<file path="config.mk">
export PLATFORM = sky130hd
export DESIGN_NAME = clipped_line_rectangle_rasterizer
export DESIGN_NICKNAME = d
export VERILOG_FILES = /design/src/design/clr_pkg.sv /design/src/design/clipped_line_rectangle_rasterizer.sv
export SDC_FILE = /design/constraint.sdc
export NUM_CORES = 1
export LEC_CHECK = 0
export BUFFER_PORTS_ARGS = -buffer_cell sky130_fd_sc_hd__buf_2
export CORE_ASPECT_RATIO = 1.1
export CORE_UTILIZATION = 56
export CTS_CLUSTER_DIAMETER = 80
export DETAILED_ROUTE_END_ITERATION = 10
export PLACE_DENSITY = 0.79
export SYNTH_ARGS = -nofsm -noshare
export SYNTH_HDL_FRONTEND = slang
export SYNTH_SLANG_ARGS = --single-unit
export TNS_END_PERCENT = 100
</file>
<file path="constraint.sdc">
create_clock -name clk -period 7.85 [get_ports clk]
set_input_delay 1.1775 -clock clk [delete_from_list [all_inputs] [get_ports clk]]
set_output_delay 1.1775 -clock clk [all_outputs]
set_load 0.02 [all_outputs]
</file>
<file path="src/design/clr_pkg.sv">
// Shared constants for the clipped line and rectangle rasterizer.
`default_nettype none

package clr_pkg;

  localparam int DEF_MAX_DIM    = 4096;
  localparam int DEF_COORD_BITS = 14;

  localparam int OP_BITS     = 2;
  localparam int COLOR_BITS  = 32;
  localparam int ADDR_BITS   = 24;
  localparam int CANVAS_BITS = 13;
  localparam int APB_DATA_BITS = 32;
  localparam int APB_ADDR_BITS = 3;

  localparam logic [OP_BITS-1:0] OP_LOAD_LINE = 2'd0;
  localparam logic [OP_BITS-1:0] OP_LOAD_RECT = 2'd1;
  localparam logic [OP_BITS-1:0] OP_STEP      = 2'd2;

  localparam logic [0:0] REG_CANVAS_WIDTH  = 1'b0;
  localparam logic [0:0] REG_CANVAS_HEIGHT = 1'b1;

  localparam logic [CANVAS_BITS-1:0] CANVAS_WIDTH_RESET  = 13'd1024;
  localparam logic [CANVAS_BITS-1:0] CANVAS_HEIGHT_RESET = 13'd768;

  localparam logic [1:0] EDGE_TOP    = 2'd0;
  localparam logic [1:0] EDGE_RIGHT  = 2'd1;
  localparam logic [1:0] EDGE_BOTTOM = 2'd2;
  localparam logic [1:0] EDGE_LEFT   = 2'd3;

endpackage

`default_nettype wire

</file>
<file path="src/design/clipped_line_rectangle_rasterizer.sv">
// Line and rectangle outline Bresenham rasterizer with canvas clip and addressing.
// Throughput: one input transaction per cycle while the output is not stalled; each
// step is one Bresenham update done in the cycle of acceptance, and the clip and
// address multiply follow in a second register stage. Reset returns the rasterizer
// to idle, empties both pipeline stages and sets the canvas to 1024 by 768.
`default_nettype none

module clipped_line_rectangle_rasterizer
  import clr_pkg::*;
#(
  parameter int MAX_DIM    = DEF_MAX_DIM,
  parameter int COORD_BITS = DEF_COORD_BITS
) (
  input  wire logic                         clk,
  input  wire logic                         rst,
  input  wire logic                         s_tvalid,
  output logic                              s_tready,
  // from_x, from_y, to_x, to_y, pixel_color from the lowest bit up.
  input  wire logic [((4*COORD_BITS+COLOR_BITS+7)/8)*8-1:0] s_tdata,
  // opcode.
  input  wire logic [OP_BITS-1:0]           s_tuser,
  output logic                              m_tvalid,
  input  wire logic                         m_tready,
  // out_x, out_y, pixel_address, out_color from the lowest bit up.
  output logic [((2*COORD_BITS+ADDR_BITS+COLOR_BITS+7)/8)*8-1:0] m_tdata,
  // write_enable.
  output logic                              m_tuser,
  output logic                              m_tlast,
  input  wire logic                         psel,
  input  wire logic                         penable,
  input  wire logic                         pwrite,
  input  wire logic [APB_ADDR_BITS-1:0]     paddr,
  input  wire logic [APB_DATA_BITS-1:0]     pwdata,
  output logic [APB_DATA_BITS-1:0]          prdata,
  output logic                              pready
);

  localparam int CB      = COORD_BITS;
  localparam int OUT_W   = ((2*CB + ADDR_BITS + COLOR_BITS + 7) / 8) * 8;
  localparam int DIM_W   = $clog2(MAX_DIM + 1) > CANVAS_BITS ?
                           $clog2(MAX_DIM + 1) : CANVAS_BITS;
  localparam int CMP_W   = CB > CANVAS_BITS ? CB : CANVAS_BITS;
  localparam int MUL_W   = CB - 1 + CANVAS_BITS;
  localparam int SUM_W   = MUL_W + 1;
  localparam int ERR_W   = CB + 4;

  // Configuration registers.
  logic [CANVAS_BITS-1:0] canvas_width;
  logic [CANVAS_BITS-1:0] canvas_height;
  logic                   cfg_write;

  assign pready    = 1'b1;
  assign cfg_write = psel && penable && pwrite && pready;

  always_ff @(posedge clk) begin
    if (rst) begin
      canvas_width  <= CANVAS_WIDTH_RESET;
      canvas_height <= CANVAS_HEIGHT_RESET;
    end else if (cfg_write) begin
      unique case (paddr[2:2])
        REG_CANVAS_WIDTH:  canvas_width  <= pwdata[CANVAS_BITS-1:0];
        REG_CANVAS_HEIGHT: canvas_height <= pwdata[CANVAS_BITS-1:0];
        default: ;
      endcase
    end
  end

  always_comb begin
    unique case (paddr[2:2])
      REG_CANVAS_WIDTH:  prdata = APB_DATA_BITS'(canvas_width);
      REG_CANVAS_HEIGHT: prdata = APB_DATA_BITS'(canvas_height);
      default:           prdata = '0;
    endcase
  end

  // Input fields.
  logic signed [CB-1:0]   in_from_x, in_from_y, in_to_x, in_to_y;
  logic [COLOR_BITS-1:0]  in_color;

  assign in_from_x = s_tdata[CB-1:0];
  assign in_from_y = s_tdata[2*CB-1:CB];
  assign in_to_x   = s_tdata[3*CB-1:2*CB];
  assign in_to_y   = s_tdata[4*CB-1:3*CB];
  assign in_color  = s_tdata[4*CB +: COLOR_BITS];

  // Shape state.
  logic signed [CB-1:0]  pos_x, pos_y, target_x, target_y;
  logic [CB:0]           span_x;
  logic signed [CB+1:0]  neg_span_y;
  logic                  dir_x_negative, dir_y_negative;
  logic signed [ERR_W-1:0] error_term;
  logic [COLOR_BITS-1:0] shape_color_reg;
  logic                  busy, outline_mode;
  logic [1:0]            edge_index;
  logic signed [CB-1:0]  rect_corners [4];

  logic signed [CB-1:0]  pos_x_next, pos_y_next, target_x_next, target_y_next;
  logic [CB:0]           span_x_next;
  logic signed [CB+1:0]  neg_span_y_next;
  logic                  dir_x_negative_next, dir_y_negative_next;
  logic signed [ERR_W-1:0] error_term_next;
  logic                  busy_next, outline_mode_next;
  logic [1:0]            edge_index_next;

  logic accept, is_line, is_rect, is_step, produce, at_end, do_setup;
  logic at_end_next, final_pixel;
  logic [1:0] edge_inc;
  logic signed [CB-1:0] x0, y0, x1, y1;
  logic signed [CB:0]   dx, dy;
  logic [CB:0]          abs_dy;
  logic signed [ERR_W:0] twice;

  assign accept  = s_tvalid && s_tready;
  assign is_line = (s_tuser == OP_LOAD_LINE);
  assign is_rect = (s_tuser == OP_LOAD_RECT);
  assign is_step = (s_tuser == OP_STEP) && busy;
  assign produce = is_line || is_rect || is_step;
  assign at_end  = (pos_x == target_x) && (pos_y == target_y);
  assign do_setup = is_line || is_rect || (is_step && at_end);
  assign edge_inc = edge_index + 2'd1;

  // Endpoints of the line that starts now.
  always_comb begin
    if (is_line) begin
      x0 = in_from_x; y0 = in_from_y; x1 = in_to_x; y1 = in_to_y;
    end else if (is_rect) begin
      x0 = in_from_x; y0 = in_from_y; x1 = in_to_x; y1 = in_from_y;
    end else begin
      case (edge_inc)
        EDGE_RIGHT: begin
          x0 = rect_corners[2]; y0 = rect_corners[1];
          x1 = rect_corners[2]; y1 = rect_corners[3];
        end
        EDGE_BOTTOM: begin
          x0 = rect_corners[2]; y0 = rect_corners[3];
          x1 = rect_corners[0]; y1 = rect_corners[3];
        end
        EDGE_LEFT: begin
          x0 = rect_corners[0]; y0 = rect_corners[3];
          x1 = rect_corners[0]; y1 = rect_corners[1];
        end
        default: begin
          x0 = rect_corners[0]; y0 = rect_corners[1];
          x1 = rect_corners[2]; y1 = rect_corners[1];
        end
      endcase
    end
  end

  assign dx     = (CB+1)'(x1) - (CB+1)'(x0);
  assign dy     = (CB+1)'(y1) - (CB+1)'(y0);
  assign abs_dy = dy[CB] ? (CB+1)'(-dy) : (CB+1)'(dy);
  assign twice  = $signed({error_term, 1'b0});

  always_comb begin
    pos_x_next          = pos_x;
    pos_y_next          = pos_y;
    target_x_next       = target_x;
    target_y_next       = target_y;
    span_x_next         = span_x;
    neg_span_y_next     = neg_span_y;
    dir_x_negative_next = dir_x_negative;
    dir_y_negative_next = dir_y_negative;
    error_term_next     = error_term;
    outline_mode_next   = outline_mode;
    edge_index_next     = edge_index;
    if (do_setup) begin
      pos_x_next          = x0;
      pos_y_next          = y0;
      target_x_next       = x1;
      target_y_next       = y1;
      span_x_next         = dx[CB] ? (CB+1)'(-dx) : (CB+1)'(dx);
      neg_span_y_next     = -$signed({1'b0, abs_dy});
      dir_x_negative_next = !(x0 < x1);
      dir_y_negative_next = !(y0 < y1);
      error_term_next     = ERR_W'($signed({1'b0, span_x_next})) +
                            ERR_W'(neg_span_y_next);
    end else if (is_step) begin
      if (twice >= (ERR_W+1)'(neg_span_y)) begin
        error_term_next = error_term_next + ERR_W'(neg_span_y);
        pos_x_next      = dir_x_negative ? pos_x - 1'b1 : pos_x + 1'b1;
      end
      if (twice <= (ERR_W+1)'($signed({1'b0, span_x}))) begin
        error_term_next = error_term_next + ERR_W'($signed({1'b0, span_x}));
        pos_y_next      = dir_y_negative ? pos_y - 1'b1 : pos_y + 1'b1;
      end
    end
    if (is_line) begin
      outline_mode_next = 1'b0;
      edge_index_next   = EDGE_TOP;
    end else if (is_rect) begin
      outline_mode_next = 1'b1;
      edge_index_next   = EDGE_TOP;
    end else if (is_step && at_end) begin
      edge_index_next   = edge_inc;
    end
  end

  assign at_end_next = (pos_x_next == target_x_next) && (pos_y_next == target_y_next);
  assign final_pixel = at_end_next && !(outline_mode_next && (edge_index_next != EDGE_LEFT));
  assign busy_next   = produce ? !final_pixel : busy;

  always_ff @(posedge clk) begin
    if (rst) begin
      busy         <= 1'b0;
      outline_mode <= 1'b0;
      edge_index   <= EDGE_TOP;
    end else if (accept) begin
      busy         <= busy_next;
      outline_mode <= outline_mode_next;
      edge_index   <= edge_index_next;
    end
  end

  always_ff @(posedge clk) begin
    if (accept) begin
      pos_x          <= pos_x_next;
      pos_y          <= pos_y_next;
      target_x       <= target_x_next;
      target_y       <= target_y_next;
      span_x         <= span_x_next;
      neg_span_y     <= neg_span_y_next;
      dir_x_negative <= dir_x_negative_next;
      dir_y_negative <= dir_y_negative_next;
      error_term     <= error_term_next;
      if (is_line || is_rect) begin
        shape_color_reg <= in_color;
      end
      if (is_rect) begin
        rect_corners[0] <= in_from_x;
        rect_corners[1] <= in_from_y;
        rect_corners[2] <= in_to_x;
        rect_corners[3] <= in_to_y;
      end
    end
  end

  // First pixel stage.
  logic                  s1_valid, s1_advance, s1_last;
  logic signed [CB-1:0]  s1_x, s1_y;
  logic [COLOR_BITS-1:0] s1_color;

  assign s1_advance = s1_valid && (!m_tvalid || m_tready);
  assign s_tready   = !s1_valid || s1_advance;

  always_ff @(posedge clk) begin
    if (rst) begin
      s1_valid <= 1'b0;
    end else if (accept) begin
      s1_valid <= produce;
    end else if (s1_advance) begin
      s1_valid <= 1'b0;
    end
  end

  always_ff @(posedge clk) begin
    if (accept) begin
      s1_x     <= pos_x_next;
      s1_y     <= pos_y_next;
      s1_last  <= final_pixel;
      s1_color <= (is_line || is_rect) ? in_color : shape_color_reg;
    end
  end

  // Clip and address.
  logic                 dims_ok, in_canvas;
  logic [MUL_W-1:0]     row_base;
  logic [SUM_W-1:0]     lin_addr;
  logic [ADDR_BITS-1:0] addr_out;

  assign dims_ok = (canvas_width != '0) && (DIM_W'(canvas_width) <= DIM_W'(MAX_DIM)) &&
                   (canvas_height != '0) && (DIM_W'(canvas_height) <= DIM_W'(MAX_DIM));
  assign in_canvas = dims_ok && !s1_x[CB-1] && !s1_y[CB-1] &&
                     (CMP_W'(unsigned'(s1_x)) < CMP_W'(canvas_width)) &&
                     (CMP_W'(unsigned'(s1_y)) < CMP_W'(canvas_height));
  assign row_base = MUL_W'(s1_y[CB-2:0]) * MUL_W'(canvas_width);
  assign lin_addr = SUM_W'(row_base) + SUM_W'(s1_x[CB-2:0]);
  assign addr_out = in_canvas ? ADDR_BITS'(lin_addr) : '0;

  // Output register.
  always_ff @(posedge clk) begin
    if (rst) begin
      m_tvalid <= 1'b0;
    end else if (s1_advance) begin
      m_tvalid <= 1'b1;
    end else if (m_tready) begin
      m_tvalid <= 1'b0;
    end
  end

  always_ff @(posedge clk) begin
    if (s1_advance) begin
      m_tdata <= OUT_W'({s1_color, addr_out, s1_y, s1_x});
      m_tuser <= in_canvas;
      m_tlast <= s1_last;
    end
  end

endmodule

`default_nettype wire

</file>
## Word level (Yosys, flattened, before mapping)

Memory sizes are Yosys's and may differ from the RTL's.
Index checks and enable logic that the tools add are counted.
W data, S select, Z words.

| storage, ports and cells | value |
|---|---|
| bits in registers | 258 |
| bits in latches | 0 |
| memory bits (writable) | 56 |
| memory bits (read-only) | 0 |
| input port bits | 132 |
| output and inout port bits | 125 |
| word-level logic and storage cells | 145 |
| memories | 1 |

Memories:

| memory | words | width | read ports | clocked after memory_dff | write ports | line | source |
|---|---|---|---|---|---|---|---|
| rect_corners | 4 | 14 | 4 | 0 | 4 | clipped_line_rectangle_rasterizer.sv:95 | `logic signed [CB-1:0] rect_corners [4];` |

| operators by class | value |
|---|---|
| $add $sub $neg | 14 |
| $mul | 1 |
| divide/modulo/power cells | 0 |
| order comparisons | 8 |
| equality and inequality tests | 10 |
| shift-type cells | 0 |
| muxes and demuxes | 44 |
| bitwise logic cells | 1 |
| reduce and logical (&&, ||, !) cells | 44 |

Operators with widths:

| kind | number |
|---|---|
| $mux W14 | 22 |
| $mux W18 | 6 |
| $pmux W32 S2 | 1 |
| $eq A14 B14 Y1 | 4 |
| $add A18 B16 Y18 | 2 |
| $mux W32 | 1 |
| $mux W15 | 2 |
| $neg A15 Y15 | 2 |
| $sub A14 B14 Y15 | 2 |
| $add A14 B1 Y14 const B | 2 |
| $lt A14 B13 Y1 | 2 |
| $lt A14 B14 Y1 | 2 |
| $sub A14 B1 Y14 const B | 2 |
| $le A13 B13 Y1 const B | 2 |
| $reduce_bool A13 Y1 | 2 |
| $add A24 B13 Y24 | 1 |
| $mul A13 B13 Y24 | 1 |
| $ge A19 B16 Y1 | 1 |
| $le A19 B16 Y1 | 1 |
| $add A16 B16 Y17 | 1 |
| $logic_and A1 B1 Y1 | 17 |
| $neg A15 Y16 | 1 |
| $reduce_and A2 Y1 | 6 |
| $mux W1 | 9 |
| 11 further kinds | 30 |

## Longest topological paths before layout

| logic depth | value |
|---|---|
| depth after elaboration | 12 |
| mapped depth | 33 |
| depth with buffers taken out | 30 |

## Worst setup path after synthesis

OpenSTA, ideal clock, no wires.

| timing path | value |
|---|---|
| path kind | input -> register |
| start point | input port s_tuser[1] |
| end point | register error_term[14] (data pin) |
| library setup time | 0.270 ns |
| data arrival time | 7.407 ns |
| data required time | 7.580 ns |
| setup slack | 0.173 ns |
| cell stages on the path | 31 |
| path buffers | 6 |
| cells stage by stage | buf_2 -> buf_1 -> clkbuf_1 -> buf_1 -> nor2_1 -> a31oi_1 -> inv_1 -> ha_1 -> clkbuf_1 -> nand4_1 -> o221ai_1 -> o31ai_1 -> a31oi_1 -> clkbuf_1 -> mux2i_1 -> ha_1 -> inv_1 -> a21oi_1 -> nand2b_1 -> ha_1 -> a21o_1 -> a21oi_1 -> o21bai_1 -> a21oi_1 -> o21ai_0 -> a211o_1 -> a2111oi_0 -> o31ai_1 -> xor2_1 -> nor2_1 -> a21oi_1 |

| on the way | value |
|---|---|
| word-level cells in the longest chain between the ends | 9 |
| elaborated cells on any way between the ends | 24 |
| classes of those cells | add/sub: 6; eq/ne: 2; mux: 11; reduce/logical: 5 |

Ends and longest elaborated chain:

| item | line | source |
|---|---|---|
| from (decl) | clipped_line_rectangle_rasterizer.sv:21 | `input wire logic [OP_BITS-1:0] s_tuser,` |
| $eq A2 B1 Y1 | clipped_line_rectangle_rasterizer.sv:115 | `assign is_rect = (s_tuser == OP_LOAD_RECT);` |
| $mux W14 | clipped_line_rectangle_rasterizer.sv:126 | `end else if (is_rect) begin` |
| $mux W14 | clipped_line_rectangle_rasterizer.sv:124 | `if (is_line) begin` |
| $sub A14 B14 Y15 | clipped_line_rectangle_rasterizer.sv:151 | `assign dy = (CB+1)'(y1) - (CB+1)'(y0);` |
| $neg A15 Y15 | clipped_line_rectangle_rasterizer.sv:152 | `assign abs_dy = dy[CB] ? (CB+1)'(-dy) : (CB+1)'(dy);` |
| $mux W15 | clipped_line_rectangle_rasterizer.sv:152 |  |
| $neg A15 Y16 | clipped_line_rectangle_rasterizer.sv:173 | `neg_span_y_next = -$signed({1'b0, abs_dy});` |
| $add A16 B16 Y17 | clipped_line_rectangle_rasterizer.sv:176 | `error_term_next = ERR_W'($signed({1'b0, span_x_next})) +` |
| $mux W18 * | clipped_line_rectangle_rasterizer.sv:167 | `if (do_setup) begin` |
| net error_term_next[14] | clipped_line_rectangle_rasterizer.sv:101 | `logic signed [ERR_W-1:0] error_term_next;` |
| to (signal assigned) | clipped_line_rectangle_rasterizer.sv:225 | `error_term <= error_term_next;` |
| to (decl) | clipped_line_rectangle_rasterizer.sv:91 | `logic signed [ERR_W-1:0] error_term;` |

The timed path passes the listed nets; every way through them passes the cells marked *.
A chain may end at the register's enable or synchronous reset.

## Worst setup path after layout

| timing path | value |
|---|---|
| start point | register edge_index[1] |
| end point | register error_term[14] (data pin) |

| on the way | value |
|---|---|
| word-level cells in the longest chain between the ends | 12 |
| elaborated cells on any way between the ends | 27 |
| classes of those cells | add/sub: 7; eq/ne: 3; mux: 15; reduce/logical: 2 |

Ends and longest elaborated chain:

| item | line | source |
|---|---|---|
| from (decl) | clipped_line_rectangle_rasterizer.sv:94 | `logic [1:0] edge_index;` |
| from (signal assigned) | clipped_line_rectangle_rasterizer.sv:211 | `edge_index <= edge_index_next;` |
| $add A2 B1 Y2 * | clipped_line_rectangle_rasterizer.sv:120 | `assign edge_inc = edge_index + 2'd1;` |
| $eq A2 B2 Y1 or $eq A2 B1 Y1 (tied branches) | clipped_line_rectangle_rasterizer.sv:129 | `case (edge_inc)` |
| $reduce_or A2 Y1 (no line) | n/a |  |
| $mux W14 | n/a |  |
| $mux W14 | clipped_line_rectangle_rasterizer.sv:126 |  |
| $mux W14 | clipped_line_rectangle_rasterizer.sv:124 |  |
| $sub A14 B14 Y15 | clipped_line_rectangle_rasterizer.sv:151 |  |
| $neg A15 Y15 | clipped_line_rectangle_rasterizer.sv:152 |  |
| $mux W15 | clipped_line_rectangle_rasterizer.sv:152 |  |
| $neg A15 Y16 | clipped_line_rectangle_rasterizer.sv:173 |  |
| $add A16 B16 Y17 * | clipped_line_rectangle_rasterizer.sv:176 |  |
| $mux W18 * | clipped_line_rectangle_rasterizer.sv:167 |  |
| net error_term_next[14] | clipped_line_rectangle_rasterizer.sv:101 |  |

Marked as above.

==> impl_metrics.yaml <==
yosys:
  yosysMostFrequentCell: "nand2_1"
  ys_types: 92
  yosysWarnings: 0
  ys_seq_area_frac: 0.3344
  synth_top_area_frac: 0.3108
  synthArstFlopShare: 0
  synthTopCellsByArea: "edfxtp_1, ha_1, fa_1"
  syn_avg_cell_area_sq_um: 9.499
  syn_area_sq_um: 27240
  ys.flop_type: "edfxtp_1"
  synth_edf_count: 282
  synth_seq_cells: 314
  synth_common_cells: "nand2_1, edfxtp_1, inv_1"
  yosysTopAreaCell: "edfxtp_1"
  syn_inst: 2868
grt:
  track_usage: 0.3004
  grt_pass1_wl_mm: 116.3
  overflow: 0
  grt_max_degree: 79
  grt_pass1_vias: 21960
  antenna_found_initial: 0
die:
  rows: 84
  dieWidth_um: 212.3
  pin_count: 257
  start_util: 0.5684
  coreArea_sq_um: 47930
  die_h_um: 233.3
  die_area_sq_um: 49530
sta:
  drv_slew: 0
  fin_crit_ns: 7.195
  max_freq_mhz: 139.0
  finalSetupTns_ns: 0
  setup_slack_ns: 0.6547
  hold_viol: 0
  report.final.setup_viol: 0
  worst_clock_skew_ns: 0.02470
  relSlewSlack: 0.1975
  min_period_over_period: 0.9166
  tightest_slew_ns: 1.204
  rsz0062_at_grt: "no"
cts:
  clkSinkCount: 314
  ctsHoldBuffers: 0
  clk_latency_ns: 0.57
  cts_buffers: 37
  clk_pin_slew_ns: 0.06
  cts_resized: 0
  cts_setup_buffers: 0
  cts_tree: "yes"
  cts_buffer_depth: 3
  htree_levels: 2
  root_buffer: "clkbuf_16"
detailed_routing:
  wl_per_cell_um: 19.72
  firstDrtPassIters: 6
  via_per_inst: 5.975
  vias: 22270
  wl_mm: 73.49
  antenna_left: 0
  drtIter0Drc: 2099
  drc: 0
worst_setup_path:
  slowest_delay_ns: 0.56
  cpMostUsedCell: "a21oi_1"
  reg2reg_from: "edge_index[1]"
  arrival_ns: 7.47
  timing.rr.end: "error_term[14]"
  crit_slowest_cell: "dfxtp_2"
  reg2reg_slack_ns: 0.65
  cp_max_fo: 25
  cp.required_ns: 8.13
  cp-end-kind: "flip-flop"
  rr_worst_depth: 28
  startpoint_type: "flip-flop"
  path_class: "reg -> reg"
layout:
  antenna_cells: 0
  drive_above_1_share: 0.1288
  final_nets: 3560
  final_area_sq_um: 30220
  syn_to_final_growth_pct: 10.92
worst_hold_path:
  min_path_cells: 0
  hold_start: "s1_color[0]"
  min_to: "m_tdata[52]"
  hp-class: "reg -> reg"
placed_design:
  gp_congestion: 0.9521
  place_area_sq_um: 28990
  pre_cts_ws_ns: 0.2157
  place_hpwl_mm: 56.15
  port_buffers: 211
pwr:
  leakagePower_nw: 12.85
  p_per_area_nw_per_um2: 257.0
  ir_worst_vdd_mv: 0.2167
  p_total_w: 0.007765
outcome:
  status: "finished, final reports clean"
run:
  max-cap-violations: 0
## critical path: cells and delay by family, from the launching register on
kind                       cells  cell delay, ns
and+or+nand+nor                2            0.24
xor gates and xnor gates       1            0.17
adders and majority gates      3            1.21
muxes                          1            0.13
buffers and inverters          2            0.56
AOI/OAI and AO/OA             19            4.00
DFF                            1            0.56
## cell type report
cell class	instances	area (sq um)
repair buffers	258	1421
well taps	645	807.0
clock inverters	25	247.7
multi-input cells	2179	16660
fillers	3837	17710
inverters	264	991.0
clock buffers	42	975.9
flip-flops and latches	314	9110
## power by group
group          switching, W  leakage, nW  total [W]  internal (W)
sequential         0.000173         2.88    0.00222       0.00205
clock              0.000740        0.601    0.00175       0.00101
combinational       0.00218         9.37    0.00380       0.00161
## flip-flops by register name, indices dropped and copies added, names as in the netlist, 13 cells and up
register / flops
m_tdata: 84
rect_corners: 56
s1_color: 32
error_term: 18
neg_span_y: 16
span_x: 15
s1_x: 14
s1_y: 14
target_x: 14
target_y: 14
canvas_height: 13
canvas_width: 13
## worst max path at each step
stage,start,endpoint,slack [ns]
3_3_place_gp,s_tuser[1],error_term[14],0.32
2_1_floorplan,s_tuser[1],error_term[14],0.17
3_5_place_dp,s_tuser[1],error_term[14],0.22
6_report,edge_index[1],error_term[14],0.65
4_1_cts,edge_index[1],error_term[14],0.61
5_1_grt,edge_index[1],error_term[14],0.01
## logic make-up after synthesis
| logic type | count (synthesis) | share of synthesized area |
|---|---|---|
| buf+inv | 397 | 0.05916 |
| mux | 92 | 0.03592 |
| simple gates | 914 | 0.1577 |
| flops | 314 | 0.3344 |
| fa+ha+maj | 374 | 0.2090 |
| xor+xnor | 195 | 0.06366 |
| other cells | 2 | 0.0002757 |
| compound gates | 580 | 0.1399 |
## per-layer routing
layer	share of wire	routed length (um)	track usage
met5	0	0	0
met3	0.073	5350	0.03280
met2	0.49	35680	0.5163
met4	0.034	2511	0.1099
met1	0.41	29950	0.3905
## stage by stage
stage	hold slack (ns)	utilization	std cells
after CTS	0.4216	0.6305	3727
after floorplan	0.4003	-	2890
after detailed placement	0.4045	0.6050	3660
after global placement	0.4001	0.6050	3660
final	0.4182	0.6305	3727
after global routing	0.4215	0.6305	3727
## cell usage in the layout, fill, tap and decap left out, drive strengths merged, types with 40 or more instances in the layout
cell type  count
nor3          40
a31oi         46
xor2          70
xnor2        125
inv          270
nand2        386
clkbuf        42
fa           135
buf          258
mux2i         65
ha           239
nor2         180
edfxtp       282
and2          89
a21oi        186
a211oi        41
nand3         40
o21ai         92
Note: power is estimated with default switching activity, not from simulation.
